### src/sv/plu_pkg.sv
// plu_pkg: shared types, codes and defaults for the positional list unit.
// Used by plu_ctrl, plu_dp and positional_list_insert_remove_unit.
`default_nettype none

package plu_pkg;

  localparam int DEPTH_DEF = 16;

  localparam logic [1:0] ACT_INSERT = 2'd0;
  localparam logic [1:0] ACT_REMOVE = 2'd1;
  localparam logic [1:0] ACT_READ   = 2'd2;

  localparam logic [1:0] ST_OK    = 2'd0;
  localparam logic [1:0] ST_RANGE = 2'd1;
  localparam logic [1:0] ST_FULL  = 2'd2;

  typedef struct packed {
    logic [1:0]         action;
    logic [4:0]         position;
    logic signed [31:0] value;
  } in_word_t;

  typedef struct packed {
    logic [1:0]         status;
    logic signed [31:0] read_value;
    logic [4:0]         entry_count;
  } out_word_t;

  typedef enum logic [2:0] {
    S_IDLE,
    S_DECODE,
    S_SH_RD,
    S_SH_WR,
    S_INS_WR,
    S_RD_CAP,
    S_DONE
  } state_t;

  typedef struct packed {
    logic load;
    logic decode;
    logic shift_rd;
    logic shift_wr;
    logic ins_wr;
    logic rd_cap;
    logic finish;
  } ctl_cmd_t;

  typedef struct packed {
    logic op_ok;
    logic is_insert;
    logic is_remove;
    logic is_read;
    logic need_shift;
    logic shift_last;
    logic out_free;
  } ctl_sts_t;

endpackage

`default_nettype wire

### src/sv/plu_ram.sv
// plu_ram: generic single-write, single-read RAM with registered read data.
// No dependencies.
`default_nettype none

module plu_ram #(
  parameter int WIDTH = 32,
  parameter int DEPTH = 16
) (
  input  wire logic                             clk,
  input  wire logic                             we,
  input  wire logic [$clog2(DEPTH)-1:0]         waddr,
  input  wire logic [WIDTH-1:0]                 wdata,
  input  wire logic [$clog2(DEPTH)-1:0]         raddr,
  output logic      [WIDTH-1:0]                 rdata
);

  logic [WIDTH-1:0] mem [DEPTH];

  always_ff @(posedge clk) begin
    if (we) begin
      mem[waddr] <= wdata;
    end
    rdata <= mem[raddr];
  end

endmodule

`default_nettype wire

### src/sv/plu_ctrl.sv
// plu_ctrl: request sequencer for the positional list unit.
// Depends on plu_pkg; drives plu_dp through ctl_cmd_t, observes ctl_sts_t.
`default_nettype none

module plu_ctrl (
  input  wire logic               clk,
  input  wire logic               rst_n,
  input  wire logic               in_valid,
  output logic                    in_stall,
  input  wire plu_pkg::ctl_sts_t  sts,
  output plu_pkg::ctl_cmd_t       cmd
);

  plu_pkg::state_t state_r, state_nxt;

  always_ff @(posedge clk) begin
    if (!rst_n) begin
      state_r <= plu_pkg::S_IDLE;
    end else begin
      state_r <= state_nxt;
    end
  end

  always_comb begin
    state_nxt = state_r;
    cmd       = '0;
    in_stall  = 1'b1;
    case (state_r)
      plu_pkg::S_IDLE: begin
        in_stall = 1'b0;
        if (in_valid) begin
          cmd.load  = 1'b1;
          state_nxt = plu_pkg::S_DECODE;
        end
      end
      plu_pkg::S_DECODE: begin
        cmd.decode = 1'b1;
        if (!sts.op_ok) begin
          state_nxt = plu_pkg::S_DONE;
        end else if (sts.is_insert) begin
          state_nxt = sts.need_shift ? plu_pkg::S_SH_RD : plu_pkg::S_INS_WR;
        end else if (sts.is_remove) begin
          state_nxt = sts.need_shift ? plu_pkg::S_SH_RD : plu_pkg::S_DONE;
        end else if (sts.is_read) begin
          state_nxt = plu_pkg::S_RD_CAP;
        end else begin
          state_nxt = plu_pkg::S_DONE;
        end
      end
      plu_pkg::S_SH_RD: begin
        cmd.shift_rd = 1'b1;
        state_nxt    = plu_pkg::S_SH_WR;
      end
      plu_pkg::S_SH_WR: begin
        cmd.shift_wr = 1'b1;
        if (!sts.shift_last) begin
          state_nxt = plu_pkg::S_SH_RD;
        end else if (sts.is_insert) begin
          state_nxt = plu_pkg::S_INS_WR;
        end else begin
          state_nxt = plu_pkg::S_DONE;
        end
      end
      plu_pkg::S_INS_WR: begin
        cmd.ins_wr = 1'b1;
        state_nxt  = plu_pkg::S_DONE;
      end
      plu_pkg::S_RD_CAP: begin
        cmd.rd_cap = 1'b1;
        state_nxt  = plu_pkg::S_DONE;
      end
      plu_pkg::S_DONE: begin
        if (sts.out_free) begin
          cmd.finish = 1'b1;
          state_nxt  = plu_pkg::S_IDLE;
        end
      end
      default: begin
        state_nxt = plu_pkg::S_IDLE;
      end
    endcase
  end

endmodule

`default_nettype wire

### src/sv/plu_dp.sv
// plu_dp: datapath of the positional list unit: request registers, entry count,
// shift pointer, entry RAM (plu_ram) and output register. Depends on plu_pkg.
`default_nettype none

module plu_dp #(
  parameter int DEPTH = plu_pkg::DEPTH_DEF
) (
  input  wire logic               clk,
  input  wire logic               rst_n,
  input  wire plu_pkg::in_word_t  in_word,
  input  wire plu_pkg::ctl_cmd_t  cmd,
  output plu_pkg::ctl_sts_t       sts,
  output logic                    out_valid,
  input  wire logic               out_stall,
  output plu_pkg::out_word_t      out_word
);

  localparam int AW = $clog2(DEPTH);
  localparam int CW = $clog2(DEPTH + 1);
  localparam int MW = ((CW > 5) ? CW : 5) + 1;

  logic [1:0]         act_r;
  logic [4:0]         pos_r;
  logic signed [31:0] val_r;
  logic [CW-1:0]      cnt_r, cnt_nxt;
  logic [AW-1:0]      ptr_r;
  logic [1:0]         status_r, status_c;
  logic signed [31:0] rd_r;
  logic               out_valid_r;
  plu_pkg::out_word_t out_word_r;

  logic [MW-1:0] pos_x, cnt_x, ptr_x, depth_x, cnt_nxt_x;
  logic [AW-1:0] src;
  logic          we;
  logic [AW-1:0] waddr, raddr;
  logic [31:0]   wdata, rdata;

  assign pos_x   = MW'(pos_r);
  assign cnt_x   = MW'(cnt_r);
  assign ptr_x   = MW'(ptr_r);
  assign depth_x = MW'(DEPTH);

  assign sts.is_insert = (act_r == plu_pkg::ACT_INSERT);
  assign sts.is_remove = (act_r == plu_pkg::ACT_REMOVE);
  assign sts.is_read   = (act_r == plu_pkg::ACT_READ);

  always_comb begin
    case (act_r)
      plu_pkg::ACT_INSERT: begin
        if (pos_x > cnt_x) begin
          status_c = plu_pkg::ST_RANGE;
        end else if (cnt_x == depth_x) begin
          status_c = plu_pkg::ST_FULL;
        end else begin
          status_c = plu_pkg::ST_OK;
        end
      end
      plu_pkg::ACT_REMOVE, plu_pkg::ACT_READ: begin
        status_c = (pos_x < cnt_x) ? plu_pkg::ST_OK : plu_pkg::ST_RANGE;
      end
      default: begin
        status_c = plu_pkg::ST_RANGE;
      end
    endcase
  end

  assign sts.op_ok      = (status_c == plu_pkg::ST_OK);
  assign sts.need_shift = sts.is_insert ? (cnt_x > pos_x) :
                          sts.is_remove ? ((pos_x + MW'(1)) < cnt_x) : 1'b0;
  assign sts.shift_last = sts.is_insert ? (ptr_x == (pos_x + MW'(1))) :
                          ((ptr_x + MW'(2)) == cnt_x);
  assign sts.out_free   = !out_valid_r || !out_stall;

  // insert moves entries up (source below), remove moves them down
  assign src   = sts.is_insert ? (ptr_r - AW'(1)) : (ptr_r + AW'(1));
  assign raddr = cmd.shift_rd ? src : pos_x[AW-1:0];
  assign we    = cmd.shift_wr || cmd.ins_wr;
  assign waddr = cmd.ins_wr ? pos_x[AW-1:0] : ptr_r;
  assign wdata = cmd.ins_wr ? val_r : rdata;

  plu_ram #(
    .WIDTH (32),
    .DEPTH (DEPTH)
  ) u_ram (
    .clk   (clk),
    .we    (we),
    .waddr (waddr),
    .wdata (wdata),
    .raddr (raddr),
    .rdata (rdata)
  );

  always_comb begin
    cnt_nxt = cnt_r;
    if (cmd.finish && (status_r == plu_pkg::ST_OK)) begin
      if (sts.is_insert) begin
        cnt_nxt = cnt_r + CW'(1);
      end else if (sts.is_remove) begin
        cnt_nxt = cnt_r - CW'(1);
      end
    end
  end

  assign cnt_nxt_x = MW'(cnt_nxt);

  always_ff @(posedge clk) begin
    if (!rst_n) begin
      cnt_r       <= '0;
      out_valid_r <= 1'b0;
    end else begin
      cnt_r <= cnt_nxt;
      if (cmd.finish) begin
        out_valid_r <= 1'b1;
      end else if (!out_stall) begin
        out_valid_r <= 1'b0;
      end
    end
  end

  always_ff @(posedge clk) begin
    if (cmd.load) begin
      act_r <= in_word.action;
      pos_r <= in_word.position;
      val_r <= in_word.value;
    end
    if (cmd.decode) begin
      status_r <= status_c;
      rd_r     <= '0;
      ptr_r    <= sts.is_insert ? cnt_x[AW-1:0] : pos_x[AW-1:0];
    end
    if (cmd.shift_wr) begin
      ptr_r <= src;
    end
    if (cmd.rd_cap) begin
      rd_r <= rdata;
    end
    if (cmd.finish) begin
      out_word_r.status      <= status_r;
      out_word_r.read_value  <= rd_r;
      out_word_r.entry_count <= cnt_nxt_x[4:0];
    end
  end

  assign out_valid = out_valid_r;
  assign out_word  = out_word_r;

  a_cnt_bound: assert property (@(posedge clk) disable iff (!rst_n)
    cnt_x <= depth_x)
    else $error("entry count above depth");

  a_wr_in_list: assert property (@(posedge clk) disable iff (!rst_n)
    we |-> (MW'(waddr) <= cnt_x))
    else $error("entry write beyond list end");

  a_finish_free: assert property (@(posedge clk) disable iff (!rst_n)
    cmd.finish |-> sts.out_free)
    else $error("result overwrote a pending word");

  a_ins_count: assert property (@(posedge clk) disable iff (!rst_n)
    cmd.finish && (status_r == plu_pkg::ST_OK) && sts.is_insert
    |=> cnt_r == $past(cnt_r) + CW'(1))
    else $error("insert did not grow the list");

endmodule

`default_nettype wire

### src/sv/positional_list_insert_remove_unit.sv
// positional_list_insert_remove_unit: bounded ordered list of signed 32-bit
// entries with insert, remove and read by position. Depends on plu_pkg,
// plu_ctrl, plu_dp and plu_ram.
//
// Input channel in_valid/in_stall/in_word carries one request word (action,
// position, value). Output channel out_valid/out_stall/out_word returns one
// result word per request (status, read_value, entry_count after the request).
// A word moves on a clock edge where valid is high and stall is low.
//
// Requests are handled one at a time. An accepted request is decoded; an
// error or a remove of the last entry goes straight to the result, a read
// captures its entry, and others move entries as needed, an insert then
// writing its value. The entries live in a single-port-write RAM, so each
// moved entry takes a read step and a write step. The next request is taken
// the cycle after the result is registered, even while it waits on out_stall;
// the unit holds only when a second result is ready and the first is stalled.
//
// Reset (rst_n low, synchronous) empties the list and drops out_valid; entry
// storage is not cleared since only written positions are ever read.
`default_nettype none

module positional_list_insert_remove_unit #(
  parameter int DEPTH = plu_pkg::DEPTH_DEF
) (
  input  wire logic               clk,
  input  wire logic               rst_n,
  input  wire logic               in_valid,
  output logic                    in_stall,
  input  wire plu_pkg::in_word_t  in_word,
  output logic                    out_valid,
  input  wire logic               out_stall,
  output plu_pkg::out_word_t      out_word
);

  plu_pkg::ctl_cmd_t cmd;
  plu_pkg::ctl_sts_t sts;

  plu_ctrl u_ctrl (
    .clk      (clk),
    .rst_n    (rst_n),
    .in_valid (in_valid),
    .in_stall (in_stall),
    .sts      (sts),
    .cmd      (cmd)
  );

  plu_dp #(
    .DEPTH (DEPTH)
  ) u_dp (
    .clk       (clk),
    .rst_n     (rst_n),
    .in_word   (in_word),
    .cmd       (cmd),
    .sts       (sts),
    .out_valid (out_valid),
    .out_stall (out_stall),
    .out_word  (out_word)
  );

endmodule

`default_nettype wire
### config.mk
export PLATFORM = sky130hd
export DESIGN_NAME = positional_list_insert_remove_unit
export DESIGN_NICKNAME = d
export VERILOG_FILES = /design/src/sv/plu_pkg.sv /design/src/sv/plu_ram.sv /design/src/sv/plu_ctrl.sv /design/src/sv/plu_dp.sv /design/src/sv/positional_list_insert_remove_unit.sv
export SDC_FILE = /design/constraint.sdc
export NUM_CORES = 1
export LEC_CHECK = 0
export ABC_AREA = 1
export BUFFER_PORTS_ARGS = -buffer_cell sky130_fd_sc_hd__buf_2
export CORE_MARGIN = 5
export CORE_UTILIZATION = 45
export CTS_CLUSTER_SIZE = 25
export DETAILED_ROUTE_END_ITERATION = 16
export GPL_ROUTABILITY_DRIVEN = 0
export GPL_TIMING_DRIVEN = 0
export PLACE_DENSITY = 0.62
export SKIP_CTS_REPAIR_TIMING = 1
export SYNTH_ARGS = -nofsm -noshare
export SYNTH_HDL_FRONTEND = slang
export SYNTH_SLANG_ARGS = --single-unit
### constraint.sdc
create_clock -name clk -period 8.5 [get_ports clk]
set_input_delay 1.7 -clock clk [delete_from_list [all_inputs] [get_ports clk]]
set_output_delay 1.7 -clock clk [all_outputs]
set_load 0.1 [all_outputs]
After elaboration in Yosys (flattened, before gate mapping)
Memory sizes are Yosys's and may differ from the RTL's. A register that Yosys moved wholly into a read port is not among the register bits.
Cells that the tools add are included.
Widths: inputs -> output; s select.
{"block": "classes", "magnitude_cmp": 4, "n_eq_ne": 14, "n_mux": 44, "add_sub_neg": 6, "reduce_logical": 14}
{"op": "$mux 32", "count": 3}
{"op": "$mux 3", "count": 8}
{"op": "$mux 4", "count": 6}
{"op": "$mux 1", "count": 18}
{"op": "$pmux 3 s6", "count": 1}
{"op": "$mux 5", "count": 3}
{"op": "$gt 5x5->1", "count": 2}
{"op": "$eq 3x3->1 const B", "count": 3}
{"op": "$mux 2", "count": 4}
{"op": "$add 5x1->6 const B", "count": 1}
{"op": "$eq 3x2->1 const B", "count": 2}
{"op": "$eq 4x6->1", "count": 1}
{"op": "$eq 6x5->1", "count": 1}
{"op": "$logic_not 2->1", "count": 3}
{"op": "$lt 6x5->1", "count": 1}
{"op": "$add 4x2->5 const B", "count": 1}
{"op": "$add 5x1->5 const B", "count": 1}
{"op": "$eq 5x5->1 const B", "count": 1}
{"op": "$lt 5x5->1", "count": 1}
{"op": "$sub 5x1->5 const B", "count": 1}
{"op": "$add 4x1->4 const B", "count": 1}
{"op": "$ne 2x2->1 const B", "count": 2}
{"op": "$pmux 2 s2", "count": 1}
{"op": "$reduce_bool 2->1", "count": 2}
{"op": "other kinds (11)", "count": 14}
{"block": "word_totals", "regBits": 125, "ramBits": 512, "wordCells": 95, "mem_count": 1}
{"memory": "u_dp.u_ram.mem", "depth": 16, "width": 32, "rd": 1, "rd_ports_with_merged_regs": 1, "write_ports": 1, "line_no": "plu_ram.sv:17", "rtl": "logic [WIDTH-1:0] mem [DEPTH];"}

Logic depth before layout (Yosys ltp)
Gate-level depths: netlist of the first run.
{"block": "depth", "word_depth": 9, "mapped_depth": 18}

By module
A second synthesis of the first run with hierarchy kept.
{"block": "unflattened", "cells_unflattened": 2666, "hier_area_um2": 28403.5}
{"mod": "plu_ram", "cells_each": 2120, "seq_area_each_um2": 16015.4, "area_per_inst_um2": 22730.6, "instances": 1}
{"mod": "plu_dp", "cells_each": 495, "seq_area_each_um2": 3603.5, "area_per_inst_um2": 5411.4, "instances": 1}
{"mod": "plu_ctrl", "cells_each": 51, "seq_area_each_um2": 60.1, "area_per_inst_um2": 261.5, "instances": 1}

Worst setup path after synthesis of the first run
OpenSTA, ideal clock, no wires.
{"block": "synth_path", "kind": "input -> register", "start": "input port out_stall", "end": "register u_dp.out_word_r (netlist bit u_dp.out_word[3]), data pin", "t_arrival_ns": 4.231, "cell_stages": 8, "setup_time_ns": 0.257, "setup_slack_ns": 4.013, "required_ns": 8.243, "path_buffers": 0, "path_cell_list": "nand2_1 -> inv_1 -> nor2_1 -> nand2_1 -> inv_1 -> nand2_1 -> xor2_1 -> inv_1"}
{"element": "from (decl)", "line_no": "positional_list_insert_remove_unit.sv:31", "rtl": "input wire logic out_stall,"}
{"element": "to (decl)", "line_no": "plu_dp.sv:30", "rtl": "plu_pkg::out_word_t out_word_r;"}

Worst setup path after layout of the first run
{"block": "layout_path", "start": "register u_ctrl.state_r[1]", "end": "memory u_dp.u_ram.mem[10][3], data pin"}
{"block": "layout_via", "elab_chain_cells": 3}
{"element": "from (decl)", "line_no": "plu_ctrl.sv:14", "rtl": "plu_pkg::state_t state_r, state_nxt;"}
{"element": "from (signal assigned)", "line_no": "plu_ctrl.sv:18", "rtl": "state_r <= plu_pkg::S_IDLE;"}
{"element": "from (signal assigned)", "line_no": "plu_ctrl.sv:20", "rtl": "state_r <= state_nxt;"}
{"element": "$eq 3x3->1", "line_no": "plu_ctrl.sv:28", "rtl": "case (state_r)"}
{"element": "$mux 1", "line_no": "plu_ctrl.sv:28"}
{"element": "$mux 32", "line_no": "plu_dp.sv:79", "rtl": "assign wdata = cmd.ins_wr ? val_r : rdata;"}
{"element": "via u_dp.u_ram.wdata[3]", "line_no": "plu_ram.sv:12", "rtl": "input wire logic [WIDTH-1:0] wdata,"}
{"element": "to (decl)", "line_no": "plu_ram.sv:17"}
The timed path passes the listed nets, and every way through them passes these cells.

==> flow_metrics.tcl, run 1 <==
set metrics [dict create \
    clock-sinks 669 \
    worst_min_delay_path_category "flip-flop to flip-flop" \
    rrSetupSlack_ns 4.90 \
    synth_top_family_by_area "simple AND/OR/NAND/NOR gates" \
    yosys.area_share.xor_xnor 0.00333 \
    grt_total_ovfl 0 \
    clk_root_buffer_cell "sky130_fd_sc_hd__clkbuf_16" \
    detail-route-antenna-nets 0 \
    num_antenna_cells 0 \
    ys_seq_area_frac 0.748 \
    synth-compound-area-share 0.0993 \
    cp_data_required_time_ns 8.70 \
    mappedNetlistNets 2105 \
    track_usage 0.219 \
    drc_marker_count_from_the_first_detailed_route_iteration 1844 \
    synthDistinctLibCells 33 \
    max_slew_margin 0.0682 \
    cp_top_family "buffers and inverters" \
    die_area_mm2 0.0634 \
    critical_path_peak_fanout 16 \
    placement.io_buffers 83 \
    finalHoldWorstSlack_ns 0.416 \
    boundaryPins 84 \
    run_status "completed" \
    synth-edff-count 628 \
    timing.final.max_slew_violations 0 \
    drv.max_cap_violation_count 0 \
    synth-adder-area-share 0.0103 \
    dr.pass1.iters 7 \
    critPathSlowestCell "sky130_fd_sc_hd__a21oi_1" \
    number_of_global_route_vias_before_repair 16500 \
    routed-via-count 17000 \
    initial_core_util 0.455 \
    syn-instance-count 2041 \
    post_drt_wl_per_cell_um 23.3 \
    die-height_um 252 \
    setup.worst_path.start_class "flip-flop" \
    layout.area.seq_mm2 0.0197 \
    timing.final.crit_period_ns 3.60 \
    dp_hpwl_um 46100 \
    setup_total_negative_slack_ns 0 \
    worst_slew_pin_slew_ns 1.40 \
    period_share 0.424 \
    finalHoldViolCount 0 \
    finish.net_count 2279 \
    critical-path-max-stage-delay_ns 1.03 \
    layout.cells.most_common_list "sky130_fd_sc_hd__edfxtp_1, sky130_fd_sc_hd__nor2_1, sky130_fd_sc_hd__o21ai_0" \
    layout_overhead_on_the_synthesized_area_pct 15.8 \
    synthesis.area_mm2 0.0263 \
    route.detailed.vias_per_inst 5.59 \
    worstPathArrival_ns 3.81 \
    grt_antenna_before_repair 0 \
    max_freq_mhz 278 \
    totalWireLength_um 70800 \
    path_type_of_the_worst_setup_path "flip-flop to flip-flop" \
    finalClockSkew_ns 0.0145 \
    std_cell_rows 88 \
    grt_setup_unrepaired "false" \
    tritoncts "yes" \
    ys.flop_type "sky130_fd_sc_hd__edfxtp_1" \
    final_util 0.527 \
    layout_commonest_cell "sky130_fd_sc_hd__edfxtp_1" \
    irDropWorstVdd_v 0.000204 \
    htree_levels 3 \
    post_route_cells_drive_above_1_share 0.139 \
    crit_path_end_kind "flip-flop" \
    critical_path.cell_chain "buf_2 > nor2_1 > nand2_1 > clkbuf_1 > clkbuf_1 > nor2_1 > a21oi_1" \
    clkSlewWorstSetupHoldPaths_ns 0.06 \
    muxShareOfSynthArea 0 \
    synth_seq_cells 669 \
    setup-violations-final 0 \
    syn_avg_cell_area_um2 12.9 \
    critPathBufInv 3 \
    detail_route.drc_violations 0 \
    static-leakage-power_nw 10.6 \
    clk_latency_ns 0.59 \
    maximum_number_of_pins_on_one_net_before_global_route_repair 27 \
    power_density_mw_per_mm2 370 \
    synth-simple-area-share 0.104 \
    yosysWarningCount 0 \
    multiInputGateArea_mm2 0.00585 \
    n_fill_cell 4818 \
    floorplan.core_area_mm2 0.0578 \
    ctsLongestPathBuffers 3 \
    first_pass_grt_wire_length_um 104000 \
    cts_buffers 70 \
    design_power_total_mw 11.3 \
    die_width_um 252 \
    async_flop_share 0 \
]
==> flip-flops by register name, summed over array words and instances, names as in the netlist <==
name and cells:
u_dp.out_valid 1, u_dp.val_r 32, u_dp.cnt_r 5, u_dp.status_r 2, u_dp.ptr_r 4, u_dp.u_ram.rdata 32, u_ctrl.state_r 3, u_dp.rd_r 32
u_dp.u_ram.mem 512, u_dp.pos_r 5, u_dp.out_word 39, u_dp.act_r 2
==> kinds of logic after synthesis <==
kind of cell	after synthesis
AO/OA/AOI/OAI	451
buffers and inverters	202
flip-flops	669
adder cells (fa/ha/maj)	21
XOR/XNOR	10
AND/OR/NAND/NOR	688
==> worst reg2reg max path, delay by kind of cell (launching register included) <==
kind,cells,cell delay (ns)
simple gates,3,0.30
compound gates,1,1.03
buf+inv,3,1.56
flops,1,0.32
==> report_power, final <==
group	switching (mW)	internal, mW	total, mW
sequential	0.0952	4.56	4.66
combinational	2.80	0.877	3.68
clock	1.22	1.73	2.95
total	4.11	7.17	11.3
==> stage by stage <==
stage                     setup WS (ns)  cells  cell area [um^2]
after floorplan                    4.01   2041             26300
after global placement             1.91   2889             27700
after detailed placement           4.79   2908             28300
after CTS                          4.87   3033             30500
after global routing               4.58   3033             30500
final                              4.90   3033             30500
==> area by class of cell <==
| class | count | share of cell area |
|---|---|---|
| inverters | 82 | 0.0101 |
| clock buffers | 96 | 0.0630 |
| plain buffers | 120 | 0.0208 |
| flip-flops and latches | 669 | 0.646 |
| repair buffers | 102 | 0.0283 |
| multi-input cells | 1170 | 0.192 |
| well taps | 765 | 0.0314 |
| clock inverters | 29 | 0.00895 |
==> cell usage after synthesis, types with 2 or more instances <==
cell,count,share of area
sky130_fd_sc_hd__o211ai_1,131,0.037
sky130_fd_sc_hd__buf_6,2,0.00086
sky130_fd_sc_hd__clkbuf_1,23,0.0033
sky130_fd_sc_hd__xor2_1,6,0.0020
sky130_fd_sc_hd__edfxtp_1,628,0.72
sky130_fd_sc_hd__nand4_1,5,0.0012
sky130_fd_sc_hd__nand3_1,85,0.016
sky130_fd_sc_hd__a31oi_1,3,0.00071
sky130_fd_sc_hd__a21oi_1,41,0.0078
sky130_fd_sc_hd__inv_2,3,0.00043
sky130_fd_sc_hd__buf_4,23,0.0066
sky130_fd_sc_hd__nor3_1,3,0.00057
sky130_fd_sc_hd__inv_1,79,0.011
sky130_fd_sc_hd__nand2_1,102,0.015
sky130_fd_sc_hd__clkbuf_2,7,0.0013
sky130_fd_sc_hd__o21ai_1,56,0.011
sky130_fd_sc_hd__buf_2,58,0.011
sky130_fd_sc_hd__nand3b_1,2,0.00057
sky130_fd_sc_hd__o21ai_0,215,0.041
sky130_fd_sc_hd__nor2_1,487,0.069
sky130_fd_sc_hd__ha_1,20,0.0095
sky130_fd_sc_hd__xnor2_1,4,0.0013
sky130_fd_sc_hd__dfxtp_1,41,0.031
sky130_fd_sc_hd__o21ai_2,2,0.00067
sky130_fd_sc_hd__buf_1,7,0.0010
==> final timing paths <==
| check | start | to | cells after the start |
|---|---|---|---|
| max | u_ctrl.state_r[1] | u_dp.u_ram.mem[10][3] | 7 |
| min | u_dp.rd_r[27] | u_dp.out_word[32] | 0 |
| max reg2reg | u_ctrl.state_r[1] | u_dp.u_ram.mem[10][3] | 7 |
| min reg2reg | u_dp.rd_r[27] | u_dp.out_word[32] | 0 |
==> layer usage <==
metal | routed length (um) | vias to the layer above | track usage | part of all wire
met5 | 0 | - | 0 | 0
met4 | 2060 | 0 | 0.0690 | 0.029
met2 | 33900 | 813 | 0.362 | 0.48
met3 | 5730 | 133 | 0.0419 | 0.081
met1 | 29000 | 8310 | 0.297 | 0.41
li1 | - | 7710 | - | -
Power figures use the tool's default switching activity.
==> run 2: changes to the inputs <==
==> constraint.sdc (replaced) <==
create_clock -name clk -period 3.5 [get_ports clk]
set_input_delay 0.7 -clock clk [delete_from_list [all_inputs] [get_ports clk]]
set_output_delay 0.7 -clock clk [all_outputs]
set_load 0.1 [all_outputs]
==> run 2 against run 1 <==
Die area is the same. Non-clock buffer count is the same. Via count hardly changed. Power grew 140%. Clock power increased by 140%. Maximum frequency grew 5.0%. Routed wire length down 0.17%. Sequential power grew 140%. Setup slack worse by 4.8 ns. Clock-buffer cell count increased by 8. Final area grew 0.31%. First-iteration DRC count down 11%. Critical path type unchanged. Largest cell class unchanged.
==> flow_metrics.tcl, run 2 (synthesized netlist as in run 1, its figures left out) <==
set metrics [dict create \
    die_area_mm2 0.0634 \
    finish.net_count 2281 \
    drv.max_cap_violation_count 0 \
    finalHoldViolCount 0 \
    drc_marker_count_from_the_first_detailed_route_iteration 1637 \
    clk_latency_ns 0.62 \
    multiInputGateArea_mm2 0.00593 \
    use_met1 0.293 \
    crit_path_end_kind "flip-flop" \
    placement.io_buffers 83 \
    grt_total_ovfl 0 \
    setup_total_negative_slack_ns 0 \
    die-height_um 252 \
    ctsLongestPathBuffers 3 \
    htree_levels 3 \
    worst_slew_pin_slew_ns 1.34 \
    critical_path.cell_chain "inv_1 > ha_1 > ha_1 > a21oi_1 > nand2_1 > xor2_1 > o21ai_1 > inv_1 > clkbuf_1 > nand3_1 > nand2_1" \
    cts_buffers 72 \
    tritoncts "yes" \
    design_power_total_mw 27.4 \
    power_density_mw_per_mm2 897 \
    layout_overhead_on_the_synthesized_area_pct 16.2 \
    registers.top_by_ff_count "u_dp.u_ram.mem" \
    num_antenna_cells 0 \
    clk_root_buffer_cell "sky130_fd_sc_hd__clkbuf_16" \
    globalRoute.busiestLayer "met2" \
    run_status "completed" \
    cp_data_required_time_ns 3.99 \
    std_cell_rows 88 \
    max_freq_mhz 292 \
    route.detailed.vias_per_inst 5.58 \
    grt.met3_usage 0.0450 \
    dr.pass1.iters 5 \
    max_slew_margin 0.104 \
    grt_setup_unrepaired "false" \
    setup-violations-final 0 \
    clkSlewWorstSetupHoldPaths_ns 0.06 \
    maximum_number_of_pins_on_one_net_before_global_route_repair 28 \
    floorplan.core_area_mm2 0.0578 \
    grt_use_met2 0.360 \
    boundaryPins 84 \
    clock-sinks 669 \
    first_pass_grt_wire_length_um 104000 \
    worst_min_delay_path_category "input pin to flip-flop" \
    post_drt_wl_per_cell_um 23.2 \
    setup.worst_path.start_class "flip-flop" \
    die_width_um 252 \
    critical_path_peak_fanout 10 \
    dp_cells 2908 \
    critical-path-max-stage-delay_ns 0.64 \
    track_usage 0.220 \
    timing.final.crit_period_ns 3.43 \
    n_fill_cell 4733 \
    final_util 0.529 \
    initial_core_util 0.455 \
    path_type_of_the_worst_setup_path "flip-flop to flip-flop" \
    post_route_cells_drive_above_1_share 0.148 \
    static-leakage-power_nw 10.6 \
    timing.final.max_slew_violations 0 \
    finalClockSkew_ns 0.0206 \
    routed-via-count 17000 \
    dp_hpwl_um 45600 \
    period_share 0.980 \
    critPathSlowestCell "sky130_fd_sc_hd__o21ai_1" \
    number_of_global_route_vias_before_repair 16600 \
    fin_cells 3039 \
    layout_commonest_cell "sky130_fd_sc_hd__edfxtp_1" \
    largest_reg_flops 512 \
    grt_antenna_before_repair 0 \
    irDropWorstVdd_v 0.000525 \
    worstPathArrival_ns 3.91 \
    layout.cells.most_common_list "sky130_fd_sc_hd__edfxtp_1, sky130_fd_sc_hd__nor2_1, sky130_fd_sc_hd__o21ai_0" \
    totalWireLength_um 70600 \
    detail-route-antenna-nets 0 \
    detail_route.drc_violations 0 \
    layout.area.seq_mm2 0.0197 \
]
run 2: changes by cell type in the layout (fill, tap and decap cells not counted), sizes merged:
cell and delta:
clkbuf +8, clkinv -3, inv +3, bufinv -2
run 2: area by class of cell:
cell class	instances	share of cell area
Clock buffer	104	0.0645
Buffer	120	0.0207
Clock inverter	27	0.00732
Sequential cell	669	0.644
Tap cell	765	0.0313
Multi-Input combinational cell	1170	0.194
Timing Repair Buffer	102	0.0285
Inverter	82	0.0101
run 2: per-layer routing:
metal  part of all wire  wire length, um  up-vias
met3              0.088             6230      170
met5                  0                0        -
met4              0.033             2350        0
li1                   -                -     7720
met2               0.48            33700      784
met1               0.40            28400     8295
run 2: worst max-delay path, delay by kind of cell, from the launching register on:
family	cells	cell delay [ns]
xor gates and xnor gates	1	0.16
DFF	1	0.46
adders and majority gates	2	0.59
buffers and inverters	3	0.88
AOI/OAI and AO/OA	2	0.79
and+or+nand+nor	3	0.42
run 2: power breakdown:
group	total [mW]	leakage, nW	internal, mW	switching [mW]
Combinational	8.96	3.46	2.18	6.78
Clock	7.18	1.06	4.15	3.03
Sequential	11.3	6.04	11.1	0.232
run 2: path summary, 6_finish.rpt:
path	startpoint	end	slack, ns	cells after the start
max reg2reg	u_dp.act_r[1]	u_dp.u_ram.rdata[29]	0.07	11
min	in_word[20]	u_dp.val_r[20]	0.26	1
max	u_dp.act_r[1]	u_dp.u_ram.rdata[29]	0.07	11
min reg2reg	u_dp.rd_r[27]	u_dp.out_word[32]	0.42	0
run 2: through the flow:
| stage | hold WS, ns | cell area (um^2) | setup slack, ns |
|---|---|---|---|
| after floorplan | 0.400 | 26300 | 0.0252 |
| after CTS | 0.230 | 30500 | -0.138 |
| after global routing | 0.253 | 30600 | 0.00408 |
| after detailed placement | 0.405 | 28300 | -0.0992 |
| final | 0.258 | 30600 | 0.0711 |
| after global placement | 0.401 | 27700 | -2.91 |
